===== src/rtl/cdq_pkg.sv =====
// ----------------------------------------------------------------------------
// cdq_pkg
// Shared types and constants for the circular deque: opcodes, status codes,
// controller/datapath command and status bundles, default sizes.
// ----------------------------------------------------------------------------
`default_nettype none

package cdq_pkg;

    // Default build sizes
    localparam int DEPTH_DEF      = 16;
    localparam int DATA_WIDTH_DEF = 32;

    // Field widths fixed by the interface
    localparam int OP_W   = 3;
    localparam int STAT_W = 2;
    localparam int CAP_W  = 5;

    // Operation codes
    typedef enum logic [OP_W-1:0] {
        OP_PUSH_FRONT = 3'd0,
        OP_PUSH_REAR  = 3'd1,
        OP_POP_FRONT  = 3'd2,
        OP_POP_REAR   = 3'd3,
        OP_PEEK_FRONT = 3'd4,
        OP_PEEK_REAR  = 3'd5
    } cdq_op_t;

    // Result status codes
    localparam logic [STAT_W-1:0] STAT_DONE  = 2'd0;
    localparam logic [STAT_W-1:0] STAT_FULL  = 2'd1;
    localparam logic [STAT_W-1:0] STAT_EMPTY = 2'd2;

    // Controller to datapath
    typedef struct packed {
        logic load;     // latch the accepted transaction
        logic exec;     // perform the operation, update pointers
        logic capture;  // take the slot read data into the result
    } cdq_cmd_t;

    // Datapath to controller
    typedef struct packed {
        logic rd_needed; // current operation reads a slot
    } cdq_stat_t;

endpackage : cdq_pkg

`default_nettype wire


===== src/rtl/cdq_ram.sv =====
// ----------------------------------------------------------------------------
// cdq_ram
// Generic single-write, single-read RAM with registered read data.
// ----------------------------------------------------------------------------
`default_nettype none

module cdq_ram #(
    parameter int WIDTH = 32,
    parameter int DEPTH = 16
) (
    input  logic                                clk,
    input  logic                                we,
    input  logic [(DEPTH > 1 ? $clog2(DEPTH) : 1)-1:0] waddr,
    input  logic [WIDTH-1:0]                    wdata,
    input  logic [(DEPTH > 1 ? $clog2(DEPTH) : 1)-1:0] raddr,
    output logic [WIDTH-1:0]                    rdata
);

    logic [WIDTH-1:0] mem_reg [DEPTH];
    logic [WIDTH-1:0] rdata_reg;

    // Write port and registered read port
    always_ff @(posedge clk)
    begin
        if (we)
        begin
            mem_reg[waddr] <= wdata;
        end
        rdata_reg <= mem_reg[raddr];
    end

    assign rdata = rdata_reg;

endmodule : cdq_ram

`default_nettype wire


===== src/rtl/cdq_ctrl.sv =====
// ----------------------------------------------------------------------------
// cdq_ctrl
// Sequencer for the deque: accepts one transaction, runs the operation,
// waits for slot read data when needed, then holds the result until taken.
// ----------------------------------------------------------------------------
`default_nettype none

module cdq_ctrl (
    input  logic              clk,
    input  logic              rst_n,
    input  logic              in_valid,
    output logic              in_ready,
    output logic              out_valid,
    input  logic              out_ready,
    input  cdq_pkg::cdq_stat_t stat,
    output cdq_pkg::cdq_cmd_t  cmd
);

    typedef enum logic [1:0] {
        ST_IDLE,
        ST_EXEC,
        ST_FETCH,
        ST_RESP
    } state_t;

    state_t state_reg;
    logic   in_ready_reg;
    logic   out_valid_reg;

    // State and registered handshake outputs
    always_ff @(posedge clk or negedge rst_n)
    begin
        if (!rst_n)
        begin
            state_reg     <= ST_IDLE;
            in_ready_reg  <= 1'b1;
            out_valid_reg <= 1'b0;
        end
        else
        begin
            unique case (state_reg)
                ST_IDLE:
                begin
                    if (in_valid)
                    begin
                        state_reg    <= ST_EXEC;
                        in_ready_reg <= 1'b0;
                    end
                end
                ST_EXEC:
                begin
                    if (stat.rd_needed)
                    begin
                        state_reg <= ST_FETCH;
                    end
                    else
                    begin
                        state_reg     <= ST_RESP;
                        out_valid_reg <= 1'b1;
                    end
                end
                ST_FETCH:
                begin
                    state_reg     <= ST_RESP;
                    out_valid_reg <= 1'b1;
                end
                ST_RESP:
                begin
                    if (out_ready)
                    begin
                        state_reg     <= ST_IDLE;
                        out_valid_reg <= 1'b0;
                        in_ready_reg  <= 1'b1;
                    end
                end
                default:
                begin
                    state_reg <= ST_IDLE;
                end
            endcase
        end
    end

    // Datapath commands
    always_comb
    begin
        cmd.load    = in_valid && in_ready_reg;
        cmd.exec    = (state_reg == ST_EXEC);
        cmd.capture = (state_reg == ST_FETCH);
    end

    assign in_ready  = in_ready_reg;
    assign out_valid = out_valid_reg;

endmodule : cdq_ctrl

`default_nettype wire


===== src/rtl/cdq_datapath.sv =====
// ----------------------------------------------------------------------------
// cdq_datapath
// Pointers, capacity register, slot store and result registers of the deque.
// ----------------------------------------------------------------------------
`default_nettype none

module cdq_datapath #(
    parameter int DEPTH      = cdq_pkg::DEPTH_DEF,
    parameter int DATA_WIDTH = cdq_pkg::DATA_WIDTH_DEF
) (
    input  logic                        clk,
    input  logic                        rst_n,
    input  cdq_pkg::cdq_cmd_t           cmd,
    output cdq_pkg::cdq_stat_t          stat,
    input  logic                        cfg_we,
    input  logic [cdq_pkg::CAP_W-1:0]   cfg_data,
    input  logic [cdq_pkg::OP_W-1:0]    opcode,
    input  logic [DATA_WIDTH-1:0]       value,
    output logic [DATA_WIDTH-1:0]       data,
    output logic [cdq_pkg::STAT_W-1:0]  status,
    output logic                        is_empty,
    output logic                        is_full
);

    localparam int PTR_W = (DEPTH > 1) ? $clog2(DEPTH) : 1;
    localparam int CNT_W = $clog2(DEPTH + 1) > 0 ? $clog2(DEPTH + 1) : 1;
    localparam int CAP_MAX = (DEPTH < (2 ** cdq_pkg::CAP_W) - 1) ?
                             DEPTH : (2 ** cdq_pkg::CAP_W) - 1;
    localparam logic [cdq_pkg::CAP_W-1:0] CAP_RESET = cdq_pkg::CAP_W'(CAP_MAX);

    // Registers
    logic [cdq_pkg::CAP_W-1:0]  capacity_reg;
    logic [PTR_W-1:0]           head_reg, head_next;
    logic [PTR_W-1:0]           tail_reg, tail_next;
    logic                       empty_reg, empty_next;
    logic [cdq_pkg::OP_W-1:0]   op_reg;
    logic [DATA_WIDTH-1:0]      value_reg;
    logic [DATA_WIDTH-1:0]      data_reg;
    logic [cdq_pkg::STAT_W-1:0] status_reg, status_next;
    logic                       is_empty_reg;
    logic                       is_full_reg;

    // Operation decode signals
    logic [CNT_W-1:0]           cap_eff;
    logic [PTR_W-1:0]           cap_last;
    logic [PTR_W-1:0]           head_dec, head_inc, tail_inc, tail_dec, tail_next_inc;
    logic                       full_now;
    logic                       full_next;
    logic                       wr_en;
    logic [PTR_W-1:0]           wr_addr;
    logic [PTR_W-1:0]           rd_addr;
    logic                       rd_needed;
    logic [DATA_WIDTH-1:0]      ram_rdata;

    // Effective capacity: zero acts as one, clamp to the built depth
    always_comb
    begin
        priority if (capacity_reg == '0)
        begin
            cap_eff = CNT_W'(1);
        end
        else if (32'(capacity_reg) > DEPTH)
        begin
            cap_eff = CNT_W'(DEPTH);
        end
        else
        begin
            cap_eff = CNT_W'(capacity_reg);
        end
    end

    assign cap_last = PTR_W'(cap_eff - CNT_W'(1));

    // Ring pointer steps with wrap at the effective capacity
    assign head_inc      = (head_reg == cap_last) ? '0 : head_reg + PTR_W'(1);
    assign head_dec      = (head_reg == '0) ? cap_last : head_reg - PTR_W'(1);
    assign tail_inc      = (tail_reg == cap_last) ? '0 : tail_reg + PTR_W'(1);
    assign tail_dec      = (tail_reg == '0) ? cap_last : tail_reg - PTR_W'(1);
    assign tail_next_inc = (tail_next == cap_last) ? '0 : tail_next + PTR_W'(1);

    assign full_now  = !empty_reg && (head_reg == tail_inc);
    assign full_next = !empty_next && (head_next == tail_next_inc);

    // Operation: next pointers, slot access and status
    always_comb
    begin
        head_next   = head_reg;
        tail_next   = tail_reg;
        empty_next  = empty_reg;
        status_next = cdq_pkg::STAT_DONE;
        wr_en       = 1'b0;
        wr_addr     = '0;
        rd_addr     = head_reg;
        rd_needed   = 1'b0;
        unique case (op_reg)
            cdq_pkg::OP_PUSH_FRONT,
            cdq_pkg::OP_PUSH_REAR:
            begin
                if (full_now)
                begin
                    status_next = cdq_pkg::STAT_FULL;
                end
                else
                begin
                    wr_en = 1'b1;
                    if (empty_reg)
                    begin
                        head_next  = '0;
                        tail_next  = '0;
                        empty_next = 1'b0;
                        wr_addr    = '0;
                    end
                    else if (op_reg == cdq_pkg::OP_PUSH_FRONT)
                    begin
                        head_next = head_dec;
                        wr_addr   = head_dec;
                    end
                    else
                    begin
                        tail_next = tail_inc;
                        wr_addr   = tail_inc;
                    end
                end
            end
            cdq_pkg::OP_POP_FRONT,
            cdq_pkg::OP_POP_REAR,
            cdq_pkg::OP_PEEK_FRONT,
            cdq_pkg::OP_PEEK_REAR:
            begin
                if (empty_reg)
                begin
                    status_next = cdq_pkg::STAT_EMPTY;
                end
                else
                begin
                    rd_needed = 1'b1;
                    if (op_reg == cdq_pkg::OP_POP_FRONT || op_reg == cdq_pkg::OP_PEEK_FRONT)
                    begin
                        rd_addr = head_reg;
                    end
                    else
                    begin
                        rd_addr = tail_reg;
                    end
                    // Pops move a pointer; the last entry empties the deque
                    if (op_reg == cdq_pkg::OP_POP_FRONT || op_reg == cdq_pkg::OP_POP_REAR)
                    begin
                        if (head_reg == tail_reg)
                        begin
                            head_next  = '0;
                            tail_next  = '0;
                            empty_next = 1'b1;
                        end
                        else if (op_reg == cdq_pkg::OP_POP_FRONT)
                        begin
                            head_next = head_inc;
                        end
                        else
                        begin
                            tail_next = tail_dec;
                        end
                    end
                end
            end
            default:
            begin
                // unknown opcode: no change
            end
        endcase
    end

    assign stat.rd_needed = rd_needed;

    // Capacity and pointer state; a capacity write empties the deque
    always_ff @(posedge clk or negedge rst_n)
    begin
        if (!rst_n)
        begin
            capacity_reg <= CAP_RESET;
            head_reg     <= '0;
            tail_reg     <= '0;
            empty_reg    <= 1'b1;
        end
        else if (cfg_we)
        begin
            capacity_reg <= cfg_data;
            head_reg     <= '0;
            tail_reg     <= '0;
            empty_reg    <= 1'b1;
        end
        else if (cmd.exec)
        begin
            head_reg  <= head_next;
            tail_reg  <= tail_next;
            empty_reg <= empty_next;
        end
    end

    // Transaction and result registers
    always_ff @(posedge clk)
    begin
        if (cmd.load)
        begin
            op_reg    <= opcode;
            value_reg <= value;
        end
        if (cmd.exec)
        begin
            data_reg     <= '0;
            status_reg   <= status_next;
            is_empty_reg <= empty_next;
            is_full_reg  <= full_next;
        end
        if (cmd.capture)
        begin
            data_reg <= ram_rdata;
        end
    end

    // Slot store
    cdq_ram #(
        .WIDTH (DATA_WIDTH),
        .DEPTH (DEPTH)
    ) u_slots (
        .clk   (clk),
        .we    (cmd.exec && wr_en),
        .waddr (wr_addr),
        .wdata (value_reg),
        .raddr (rd_addr),
        .rdata (ram_rdata)
    );

    assign data     = data_reg;
    assign status   = status_reg;
    assign is_empty = is_empty_reg;
    assign is_full  = is_full_reg;

endmodule : cdq_datapath

`default_nettype wire


===== src/rtl/circular_deque.sv =====
// ----------------------------------------------------------------------------
// circular_deque
// Double-ended queue in a ring of DEPTH slots, capacity set by register.
// ----------------------------------------------------------------------------
// Usage:
//   Input channel (in_valid/in_ready) carries opcode and value: push front,
//   push rear, pop front, pop rear, peek front, peek rear. Each transaction
//   yields exactly one result on the output channel (out_valid/out_ready)
//   with data, status (done, full, empty), is_empty and is_full.
//   One transaction is in flight at a time. out_valid rises after the EXEC
//   state for pushes and failed pops/peeks, after EXEC and FETCH for
//   pops and peeks that read a slot (the slot RAM has a registered read).
//   A new transaction is taken only after the result has been accepted
//   and the sequencer is back in its idle state.
//   While a result waits for out_ready, in_ready stays low and the result
//   holds steady.
//   cfg_we/cfg_data write the capacity register (taken at 0 as 1, clamped to
//   DEPTH); any write empties the deque. Write only while idle.
//   Reset: deque empty, capacity DEPTH (at most 31), ready for input at once. Slot
//   contents are not cleared.
// ----------------------------------------------------------------------------
`default_nettype none

module circular_deque #(
    parameter int DEPTH      = cdq_pkg::DEPTH_DEF,
    parameter int DATA_WIDTH = cdq_pkg::DATA_WIDTH_DEF
) (
    input  logic                              clk,
    input  logic                              rst_n,
    // configuration
    input  logic                              cfg_we,
    input  logic [cdq_pkg::CAP_W-1:0]         cfg_data,
    // input channel
    input  logic                              in_valid,
    output logic                              in_ready,
    input  logic [cdq_pkg::OP_W-1:0]          opcode,
    input  logic signed [DATA_WIDTH-1:0]      value,
    // output channel
    output logic                              out_valid,
    input  logic                              out_ready,
    output logic signed [DATA_WIDTH-1:0]      data,
    output logic [cdq_pkg::STAT_W-1:0]        status,
    output logic                              is_empty,
    output logic                              is_full
);

    cdq_pkg::cdq_cmd_t  cmd;
    cdq_pkg::cdq_stat_t stat;
    logic [DATA_WIDTH-1:0] data_raw;

    cdq_ctrl u_ctrl (
        .clk       (clk),
        .rst_n     (rst_n),
        .in_valid  (in_valid),
        .in_ready  (in_ready),
        .out_valid (out_valid),
        .out_ready (out_ready),
        .stat      (stat),
        .cmd       (cmd)
    );

    cdq_datapath #(
        .DEPTH      (DEPTH),
        .DATA_WIDTH (DATA_WIDTH)
    ) u_datapath (
        .clk      (clk),
        .rst_n    (rst_n),
        .cmd      (cmd),
        .stat     (stat),
        .cfg_we   (cfg_we),
        .cfg_data (cfg_data),
        .opcode   (opcode),
        .value    (value),
        .data     (data_raw),
        .status   (status),
        .is_empty (is_empty),
        .is_full  (is_full)
    );

    assign data = signed'(data_raw);

endmodule : circular_deque

`default_nettype wire

===== config.mk =====
export PLATFORM = sky130hd
export DESIGN_NAME = circular_deque
export DESIGN_NICKNAME = d
export VERILOG_FILES = /design/src/rtl/cdq_pkg.sv /design/src/rtl/cdq_ram.sv /design/src/rtl/cdq_ctrl.sv /design/src/rtl/cdq_datapath.sv /design/src/rtl/circular_deque.sv
export SDC_FILE = /design/constraint.sdc
export NUM_CORES = 1
export LEC_CHECK = 0
export ABC_AREA = 0
export BUFFER_PORTS_ARGS = -buffer_cell sky130_fd_sc_hd__buf_2
export CAP_MARGIN = 20
export CORE_ASPECT_RATIO = 1.4
export CORE_MARGIN = 1.5
export CORE_UTILIZATION = 37
export DETAILED_ROUTE_END_ITERATION = 16
export RECOVER_POWER = 100
export SLEW_MARGIN = 10
export SYNTH_ARGS = -nofsm -noshare
export SYNTH_HDL_FRONTEND = slang
export SYNTH_SLANG_ARGS = --single-unit

===== constraint.sdc =====
create_clock -name clk -period 5.7 [get_ports clk]
set_input_delay 0.285 -clock clk [delete_from_list [all_inputs] [get_ports clk]]
set_output_delay 0.285 -clock clk [all_outputs]
set_load 0.01 [all_outputs]

Word-level counts from Yosys, hierarchy flattened --
Memory sizes are Yosys's and may differ from the RTL's. A register that Yosys moved wholly into a read port is not among the register bits. Index checks and enable logic that the tools add are counted. Widths: inputs -> output; s select.
Operators by class: add/subtract/negate cells 6, $lt $le $gt $ge 1, equality and inequality tests 17, multiplexer cells 62, reduce and logical (&&, ||, !) cells 22
Operator list (number):
- $mux 4 | 32
- $mux 32 | 2
- $eq 4x4->1 | 6
- $mux 1 | 18
- $pmux 4 s2 | 2
- $add 4x1->4 const B | 3
- $sub 4x1->4 const B | 3
- $logic_not 4->1 | 2
- $pmux 2 s4 | 1
- $eq 3x2->1 const B | 2
- $eq 3x3->1 const B | 2
- $mux 2 | 3
- $ne 2x2->1 const B | 3
- $reduce_and 3->1 | 2
- $reduce_bool 2->1 | 3
- $gt 5x5->1 const B | 1
- $logic_not 5->1 | 1
- $eq 2x2->1 const B | 2
- $logic_and 1x1->1 | 4
- $pmux 1 s2 | 2
- $pmux 2 s2 | 1
- $reduce_or 4->1 | 1
- $eq 3x1->1 const B | 1
- $logic_not 3->1 | 1
- 8 further kinds | 10
Storage, ports and cells: flip-flop bits (word level) 89, bits in writable memories 512, input bits 45, output and inout bits 38, word-level logic and storage cells 122, memories kept 1
Memories:
- u_datapath.u_slots.mem_reg | words 16, bits a word 32, rd ports 1, clocked after memory_dff 1, wr ports 1, RTL line cdq_ram.sv:19 | logic [WIDTH-1:0] mem_reg [DEPTH];

Logic depth before layout (Yosys ltp) --
Gate-level depths: netlist (run 1).
depth in word-level cells 14, mapped depth 16, gate-level depth less buffers 15

Modules after synthesis --
A second synthesis (run 1) with hierarchy kept.
Unflattened totals: cell total of the unflattened synthesis 1261, area, all modules 24653.6 um^2
Modules (own cells, without submodules):
- cdq_ram | times used 1, cells each 838, area each 19835.3 um^2, sequential area each 16015.4 um^2
- cdq_datapath | times used 1, cells each 395, area each 4521.8 um^2, sequential area each 2484.9 um^2
- cdq_ctrl | times used 1, cells each 28, area each 296.5 um^2, sequential area each 101.3 um^2

Worst setup path before layout (run 1) --
No wires, ideal clock.
path kind register to register, start point reg u_datapath.capacity_reg[1] (netlist name), end point mem u_datapath.u_slots.mem_reg[12][0] (enable), setup time 461 ps, arrival time 4675 ps, data required time 5239 ps, setup slack 564 ps, cell stages (with the launch flop) 12, path buffers 2, clock period less this slack 5136 ps, path through dfrtp_1 -> buf_6 -> o21a_1 -> o31a_1 -> or2_1 -> a41o_2 -> xnor2_4 -> nand4_4 -> buf_6 -> nand3_1 -> or3_1 -> nor3_1
On the way: longest elaborated chain between the ends 13, elaborated cells between the ends (all ways) 19, classes of those cells 1 x add/sub; 1 x order compare; 2 x eq/ne; 12 x mux; 3 x reduce/logical
Ends and longest elaborated chain:
- from (decl) | RTL line cdq_datapath.sv:32 | logic [cdq_pkg::CAP_W-1:0] capacity_reg;
- from (signal assigned) | RTL line cdq_datapath.sv:186 | capacity_reg <= cfg_data;
- $gt 5x5->1 | RTL line cdq_datapath.sv:62 | else if (32'(capacity_reg) > DEPTH)
- $mux 4 | RTL line cdq_datapath.sv:62
- $mux 4 * | RTL line cdq_datapath.sv:58 | priority if (capacity_reg == '0)
- $sub 4x1->4 * | RTL line cdq_datapath.sv:72 | assign cap_last = PTR_W'(cap_eff - CNT_W'(1));
- $eq 4x4->1 | RTL line cdq_datapath.sv:77 | assign tail_inc = (tail_reg == cap_last) ? '0 : tail_reg + PTR_W'(1);
- $mux 4 | RTL line cdq_datapath.sv:77
- $eq 4x4->1 | RTL line cdq_datapath.sv:81 | assign full_now = !empty_reg && (head_reg == tail_inc);
- $logic_and 1x1->1 | RTL line cdq_datapath.sv:81
- $mux 1 | RTL line cdq_datapath.sv:99 | if (full_now)
- $mux 1 | RTL line cdq_datapath.sv:95 | unique case (op_reg)
- $logic_and 1x1->1 | RTL line cdq_datapath.sv:226 | .we (cmd.exec && wr_en),
- $mux 1 | RTL line cdq_ram.sv:25 | if (we)
- $mux 1 (not written as such) | RTL line cdq_ram.sv:27 | mem_reg[waddr] <= wdata;
- to (decl) | RTL line cdq_ram.sv:19
Every way passes the cells marked *; elsewhere a longest branch is shown, timed or not.

Worst setup path after layout (run 1) --
start point reg u_datapath.capacity_reg[1] (netlist name), end point mem u_datapath.u_slots.mem_reg[1][31] (enable)
Same word-level chain as after synthesis.

==> results of run 1 <==
[worst paths after layout]
check / startpoint / endpoint / slack, ps / cells after the start
setup reg to reg: u_datapath.capacity_reg[1] / u_datapath.u_slots.mem_reg[1][31] / 780 / 11
max in group asynchronous: rst_n / u_datapath.head_reg[2] / 4670 / 2
min in group asynchronous: rst_n / u_datapath.tail_reg[3] / 380 / 2
hold / removal: out_ready / u_ctrl.out_valid / 30 / 4
setup / recovery: u_datapath.capacity_reg[1] / u_datapath.u_slots.mem_reg[1][31] / 780 / 11
hold reg to reg: u_datapath.u_slots.rdata[24] / u_datapath.data[24] / 510 / 1
[routing by layer]
layer,global-route usage,wire (um)
met2,0.298,29500
met4,0.0519,1610
met1,0.202,22800
met3,0.0245,2110
met5,0,0
[metrics by stage]
step	utilization	worst slack [ps]	area [um2]
2_1_floorplan	-	564	25000
3_3_place_gp	0.398	1310	26600
3_5_place_dp	0.399	1140	26600
4_1_cts	0.432	1160	28800
5_1_grt	0.430	446	28700
6_report	0.430	783	28700
[where the power goes]
part | total (uW) | leakage, uW | switching (uW) | internal [uW]
registers | 6020 | 0.00578 | 348 | 5680
logic | 2970 | 0.00261 | 1720 | 1250
clock network | 3770 | 0.000891 | 1690 | 2080
total | 12800 | 0.00929 | 3750 | 9010
[placed cells by master (no fill, tap or decap), types with 32 or more instances in the layout]
cell type | synthesis | final
nand2_1 | 96 | 96
edfxtp_1 | 583 | 583
clkbuf_1 | 43 | 72
dlygate4sd3_1 | 0 | 41
a31oi_1 | 36 | 36
mux4_2 | 128 | 128
buf_2 | 12 | 33
clkbuf_16 | 0 | 58
dfxtp_1 | 32 | 32
and2_0 | 3 | 41
nor2_1 | 65 | 50
a211oi_1 | 39 | 39
[cell usage after synthesis, drive strengths merged, types with 9 or more instances]
| cell | n |
|---|---|
| a211oi | 39 |
| a21oi | 23 |
| a31oi | 36 |
| and2 | 66 |
| buf | 26 |
| clkbuf | 45 |
| dfrtp | 15 |
| dfxtp | 32 |
| edfxtp | 583 |
| ha | 9 |
| inv | 20 |
| mux4 | 128 |
| nand2 | 96 |
| nor2 | 66 |
| nor3 | 16 |
| o21ai | 20 |
| xnor2 | 18 |
[final cells by class]
cell class | instances | share of cell area
inverters | 21 | 0.00275
clock buffers | 78 | 0.0550
well taps | 855 | 0.0373
clock inverters | 30 | 0.00868
flip-flops and latches | 633 | 0.649
multi-input cells | 623 | 0.211
repair buffers | 161 | 0.0363
[cell families (layout without fill, tap and decap cells)]
family	count (synthesis)	count (layout)	share of synthesized area
flops	633	633	0.745
simple gates	282	282	0.0559
compound gates	174	174	0.0501
mux	138	138	0.120
buf+inv	92	290	0.0165
xor+xnor	20	20	0.00777
fa+ha+maj	9	9	0.00451
[worst max-delay path, cell delays in order (launching register included)]
cell and delay [ps]:
dfrtp_1 580, nor3_2 110, o21ai_0 570, xnor2_1 240, a41oi_1 370, xnor2_1 200
nand4_1 600, nand2_1 280, o21ai_0 220, clkbuf_1 300, nor2_4 530, clkbuf_1 550
[timing repair]
| action | 4_1_cts | 5_1_grt |
|---|---|---|
| endpoints found under the hold margin | 58 | 0 |
| hold buffers | 41 | 0 |
| endpoints found under the setup margin | 0 | 0 |
==> results.json, run 1 <==
{
  "path_class": "reg2reg",
  "drive_gt1_frac": 0.208,
  "fillers": 5894,
  "async_flop_share": 0.0284,
  "tightest_slew_ps": 2710,
  "cp.arrival_ps": 5160,
  "cts_tree": "built",
  "synth_edf_count": 583,
  "rows": 112,
  "port_buffers": 82,
  "path_clk_slew_ps": 70,
  "yosysTopAreaCellShare": 0.702,
  "slew_headroom": -0.807,
  "hold_viol_final": 0,
  "p_leak_uw": 0.00929,
  "multi_input_area_um2": 6070,
  "routed_wl_um": 56000,
  "cts_resized": 0,
  "vias": 12800,
  "gp_congestion": 0.887,
  "die_w_um": 222,
  "ys_seq_area_frac": 0.745,
  "first_pass_iters": 4,
  "grt_pass1_vias": 13300,
  "start_util": 0.374,
  "clock.fmax_mhz": 203,
  "clock-sinks": 633,
  "slew_viol_final": 92,
  "fin_skew_ps": 18.0,
  "die_y_um": 310,
  "cp-end-kind": "flop",
  "ant_nets": 0,
  "grt_first_pass_wirelength_um": 84500,
  "finalPower_uw": 12800,
  "area_growth_pct": 14.9,
  "critPathLaunchType": "flop",
  "synth.avg_cell_area_um2": 18.5,
  "syn_area_um2": 25000,
  "drc": 0,
  "syn_inst": 1348,
  "cp_max_fo": 14,
  "power_density_nw_per_um2": 445,
  "root_buffer": "clkbuf_16",
  "synth_top_area_cell": "edfxtp_1",
  "cts_setup_buffers": 0,
  "required_ps": 5950,
  "largest_reg_flops": 512,
  "ys_top_cells_by_area": "edfxtp_1 (70%), mux4_2 (12%), dfxtp_1 (2.6%)",
  "grt_max_degree": 65,
  "worstSkewPairLatency_ps": 630,
  "grt_usage": 0.164,
  "core-area_um2": 66700,
  "grt_antenna_before_repair": 0,
  "io_pins": 83,
  "diodes": 0,
  "final_cells": 2401,
  "rsz0062_at_grt": "false",
  "nets": 1552,
  "drt_iter0_markers": 1027,
  "peakVddDrop_mv": 0.217,
  "whs_ps": 27.6,
  "holdCritPathClass": "in2reg",
  "status": "finished, violations left",
  "ys_warn_count": 0,
  "drv_cap": 3,
  "seqCellArea_um2": 18600,
  "failed_checks": "capacitance limit, slew limit",
  "post-dp-hpwl_um": 33600,
  "setup_tns_ps": 0,
  "fin_crit_ps": 4920,
  "synth_seq_cells": 633,
  "setup_violations": 0,
  "cts_buffers": 58,
  "syn_nets": 1402,
  "dp_cells": 2251,
  "clockBufferDepth": 3,
  "wl_per_cell_um": 23.3,
  "finalCritPeriodShare": 0.863,
  "grt_overflow_total": 0,
  "via_per_inst": 5.31,
  "ctsHtreeMaxLevel": 2,
  "dieArea_um2": 69000,
  "yosysUniqueCellTypes": 76,
  "yosys_most_used_dff": "edfxtp_1"
}
No activity file was read; power rests on OpenSTA's default activity.
==> run 2, diff against run 1 <==
--- a/config.mk
+++ b/config.mk
@@ -12,6 +12,8 @@
 export CORE_MARGIN = 1.5
 export CORE_UTILIZATION = 37
+export CTS_BUF_LIST = sky130_fd_sc_hd__clkbuf_8
 export DETAILED_ROUTE_END_ITERATION = 16
 export RECOVER_POWER = 100
+export SKIP_CTS_REPAIR_TIMING = 1
 export SLEW_MARGIN = 10
 export SYNTH_ARGS = -nofsm -noshare
==> constraint.sdc (replaced) <==
create_clock -name clk -period 5.7 [get_ports clk]
set_input_delay 0.57 -clock clk [delete_from_list [all_inputs] [get_ports clk]]
set_output_delay 0.57 -clock clk [all_outputs]
set_load 0.01 [all_outputs]
==> run 2 against run 1 <==
Compared with the run above: the run still ends with capacitance limit, slew limit left; combinational power about the same; non-clock buffer count shrank 40; global-route usage increased by 0.17 points; total power down 2.0%; clock skew increased by 4.7 ps; cell count increased by 1.2%; sequential cell count stayed put; final area decreased by 1.4%; via count is 0.66% higher; sequential power about the same; largest power group unchanged.
==> results.json, run 2 (synthesis gave the netlist of run 1 again) <==
{
  "status": "finished, violations left",
  "failed_checks": "capacitance limit, slew limit",
  "post-dp-hpwl_um": 33600,
  "dieArea_um2": 69000,
  "slew_viol_final": 92,
  "worstSkewPairLatency_ps": 680,
  "cp-end-kind": "flop",
  "layout_commonest_cell": "edfxtp_1",
  "slew_headroom": -0.819,
  "place_area_um2": 26600,
  "root_buffer": "clkbuf_8",
  "core-area_um2": 66700,
  "gp_congestion": 0.887,
  "wl_per_cell_um": 23.2,
  "critPathLaunchType": "flop",
  "p_leak_uw": 0.00932,
  "area_growth_pct": 13.4,
  "path_clk_slew_ps": 60,
  "power_density_nw_per_um2": 442,
  "drive_gt1_frac": 0.234,
  "routed_wl_um": 56500,
  "cp.arrival_ps": 5300,
  "seqPwrFrac": 0.482,
  "grt_first_pass_wirelength_um": 85200,
  "clockBufferDepth": 3,
  "first_pass_iters": 7,
  "p_int_uw": 8720,
  "peakVddDrop_mv": 0.172,
  "grt_max_degree": 65,
  "holdCritPathClass": "in2reg",
  "grt_overflow_total": 0,
  "setup_tns_ps": 0,
  "clock-sinks": 633,
  "rsz0062_at_grt": "false",
  "final_cell_mix": "edfxtp_1 (583), mux4_2 (128), clkbuf_8 (103)",
  "cp_max_fo": 14,
  "die_w_um": 222,
  "rows": 112,
  "port_buffers": 82,
  "drt_iter0_markers": 830,
  "cts_buffers": 94,
  "clock.fmax_mhz": 204,
  "hold_viol_final": 0,
  "required_ps": 6110,
  "grt_antenna_before_repair": 1,
  "io_pins": 83,
  "drc": 0,
  "largest_reg_flops": 512,
  "nets": 1548,
  "power_frac_comb": 0.236,
  "fin_crit_ps": 4890,
  "drv_cap": 3,
  "die_y_um": 310,
  "via_per_inst": 5.28,
  "finalCritPeriodShare": 0.858,
  "swShare": 0.303,
  "cts_tree": "built",
  "vias": 12800,
  "p_switching_uw": 3790,
  "final_area_um2": 28300,
  "grt_usage": 0.166,
  "clock_power_share": 0.282,
  "start_util": 0.374,
  "fin_skew_ps": 22.7,
  "grt_pass1_vias": 13600,
  "path_class": "reg2reg",
  "tightest_slew_ps": 2730,
  "setup_violations": 0,
  "ctsHtreeMaxLevel": 3,
  "finalPower_uw": 12500,
  "fin_util": 0.424,
  "ant_nets": 0
}
[run 2: cell types whose count changed in the layout (fill, tap and decap cells not counted), sizes merged]
cell	previous run	this run
clkinv	24	33
clkbuf	148	168
clkinvlp	3	2
diode	0	1
inv	21	57
dlygate4sd3	41	1
buf	50	55
[run 2: worst paths after layout]
path	slack (ps)	endpoint	from	cells past startpoint
max in group asynchronous	4430	u_ctrl.state_reg[0]	rst_n	2
min in group asynchronous	620	u_datapath.tail_reg[3]	rst_n	2
worst min register to register	500	u_datapath.data[24]	u_datapath.u_slots.rdata[24]	1
worst max-delay path	810	u_datapath.is_full	u_datapath.capacity_reg[1]	12
worst min-delay path	60	u_datapath.op_reg[2]	opcode[2]	1
worst max register to register	810	u_datapath.is_full	u_datapath.capacity_reg[1]	12
[run 2: per-layer routing]
metal  up-vias  routed length, um  track usage
met5         -                  0            0
met4         0               1610       0.0690
met3        84               2260       0.0246
met2       344              29800        0.300
met1      6693              22800        0.198
li1       5717                  -            -
[run 2: layout make-up]
class                           instances  area [um2]
Tap cell                              855        1070
Timing Repair Buffer                  121         648
Multi-Input combinational cell        623        6070
Inverter                               21        78.8
Clock buffer                          103        1420
Fill cell                            5952       38400
Clock inverter                         74         398
Sequential cell                       633       18600
Antenna cell                            1        2.50
[run 2: metrics by stage]
step | hold slack (ps) | instances | worst slack, ps
floorplan | 274 | 1348 | 564
global placement | 496 | 2249 | 1310
detailed placement | 496 | 2251 | 1140
CTS | -204 | 2428 | 1150
global route | 27.4 | 2431 | 448
finish | 64.3 | 2431 | 808
[run 2: critical path: stages (launching register included)]
cell      delay (ps)
dfrtp_1          580
nor3_2           110
o21ai_0          560
xnor2_1          230
a41oi_1          370
xnor2_1          200
nand4_1          600
mux2i_1          580
nor2_1           250
or4_4            620
and3_1           180
o211ai_1         210
a311oi_2         130
[run 2: power groups by stage]
stage | combinational [uW] | clock (uW) | sequential, uW
2_1_floorplan | 2170 | 0 | 6000
3_3_place_gp | 3080 | 0 | 6100
3_5_place_dp | 3110 | 0 | 6120
4_1_cts | 3120 | 3660 | 6020
5_1_grt | 3240 | 3840 | 6080
6_report | 2950 | 3530 | 6030
==> run 3, diff against run 2 <==
==> constraint.sdc (replaced) <==
create_clock -name clk -period 5.7 [get_ports clk]
set_input_delay 0.855 -clock clk [delete_from_list [all_inputs] [get_ports clk]]
set_output_delay 0.855 -clock clk [all_outputs]
set_load 0.01 [all_outputs]
==> run 3 against run 2 <==
Compared with the run above: the run still ends with capacitance limit, slew limit left; critical path type unchanged; first-iteration DRC count increased by 9.8%; sequential cell count unchanged; maximum frequency increased by 0.48%; sequential share of layout area increased by 0.081 points; count of clock-buffer cells in the layout unchanged; cell count about the same.
==> results.json, run 3 (synthesis gave the netlist of run 1 again) <==
{
  "nets": 1547,
  "fin_skew_ps": 22.5,
  "crit_chain": "xnor2_1 > nor2_1 > nand2_1 > a21oi_2 > clkbuf_2 > mux4_2 > a211oi_1 > a31oi_1",
  "vias": 12800,
  "ctsHtreeMaxLevel": 3,
  "status": "finished, violations left",
  "drive_gt1_frac": 0.231,
  "largest_reg_flops": 512,
  "first_pass_iters": 7,
  "path_clk_slew_ps": 60,
  "post-dp-hpwl_um": 33600,
  "grt_usage": 0.166,
  "finalCritPeriodShare": 0.854,
  "grt_pass1_vias": 13600,
  "drv_cap": 3,
  "p_leak_uw": 0.00930,
  "start_util": 0.374,
  "die_w_um": 222,
  "power_density_nw_per_um2": 443,
  "die_y_um": 310,
  "seqCellArea_um2": 18600,
  "peakVddDrop_mv": 0.173,
  "ant_nets": 0,
  "clockBufferDepth": 3,
  "slew_headroom": -0.813,
  "setup_violations": 0,
  "clock.fmax_mhz": 205,
  "crit_path_start": "u_datapath.op_reg[2]",
  "final_cell_mix": "edfxtp_1 (583), mux4_2 (128), clkbuf_8 (103)",
  "cp_max_fo": 17,
  "worstSkewPairLatency_ps": 680,
  "reg2reg_depth": 8,
  "area_growth_pct": 13.2,
  "cp.arrival_ps": 5340,
  "wl_per_cell_um": 23.3,
  "grt_first_pass_wirelength_um": 85200,
  "dieArea_um2": 69000,
  "failed_checks": "capacitance limit, slew limit",
  "multi_input_area_um2": 6050,
  "io_pins": 83,
  "gp_congestion": 0.887,
  "holdCritPathClass": "in2reg",
  "whs_ps": 348,
  "grt_antenna_before_repair": 1,
  "slew_viol_final": 92,
  "required_ps": 6170,
  "r2r-end": "u_datapath.u_slots.rdata[22]",
  "drt_iter0_markers": 911,
  "critical_path.endpoint": "u_datapath.u_slots.rdata[22]",
  "regToRegStartpoint": "u_datapath.op_reg[2]",
  "drc": 0,
  "slowest_stage": "a21oi_2",
  "grt_overflow_total": 0,
  "grt_max_degree": 65,
  "cp-end-kind": "flop",
  "fin_crit_ps": 4870,
  "tightest_slew_ps": 2720,
  "r2r_slack_ps": 830,
  "layout_commonest_cell": "edfxtp_1",
  "port_buffers": 82,
  "hold_viol_final": 0,
  "core-area_um2": 66700,
  "path_class": "reg2reg",
  "rows": 112,
  "rsz0062_at_grt": "false",
  "routed_wl_um": 56500,
  "critPathLaunchType": "flop",
  "fillers": 5962,
  "via_per_inst": 5.27,
  "cts_tree": "built",
  "setup_tns_ps": 0,
  "cts_buffers": 94,
  "root_buffer": "clkbuf_8",
  "slowest_delay_ps": 1140,
  "clock-sinks": 633
}
## run 3: worst min path at each step
stage,startpoint,to,cells after the start
detailed placement,u_datapath.u_slots.rdata[18],u_datapath.data[18],1
floorplan,u_datapath.u_slots.rdata[0],u_datapath.data[0],1
finish,opcode[2],u_datapath.op_reg[2],1
global placement,u_datapath.u_slots.rdata[17],u_datapath.data[17],1
CTS,rst_n,u_ctrl.out_valid,1
global route,opcode[2],u_datapath.op_reg[2],1
## run 3: final cells by class
cell class | count | area share
multi-input combinational | 623 | 0.214
clock buffer | 103 | 0.0502
tap | 855 | 0.0379
timing repair buffer | 120 | 0.0226
antenna | 1 | 0.0000886
inverter | 21 | 0.00279
sequential | 633 | 0.658
clock inverter | 74 | 0.0141
## run 3: where the power goes
part / total [uW] / switching, uW / leakage, uW / internal, uW
clock network: 3540 / 1730 / 0.00107 / 1810
registers: 6030 / 349 / 0.00578 / 5680
logic: 2960 / 1720 / 0.00244 / 1240
## run 3: metrics by stage
stage / std cells / power [uW] / cell area (um2) / setup WS (ps) / utilization
floorplan: 1348 / 8170 / 25000 / 564 / -
global placement: 2249 / 9190 / 26600 / 1310 / 0.398
detailed placement: 2251 / 9230 / 26600 / 1140 / 0.399
CTS: 2428 / 12800 / 28400 / 1150 / 0.426
global route: 2430 / 13200 / 28300 / 446 / 0.424
finish: 2430 / 12500 / 28300 / 832 / 0.424
## run 3: worst max-delay path: cells and delay by family, from the launching register on
kind	cells	cell delay, ps
buf+inv	1	760
simple gates	2	670
flops	1	760
compound gates	3	1610
xor+xnor	1	240
mux	1	580
## run 3: per-layer routing
| layer | GRT usage | wire length, um | up-vias | share of wire |
|---|---|---|---|---|
| met5 | 0 | 0 | - | 0 |
| met4 | 0.0690 | 1580 | 0 | 0.028 |
| met3 | 0.0246 | 2070 | 86 | 0.037 |
| met2 | 0.300 | 29800 | 309 | 0.53 |
| met1 | 0.198 | 23100 | 6691 | 0.41 |
| li1 | - | - | 5710 | - |
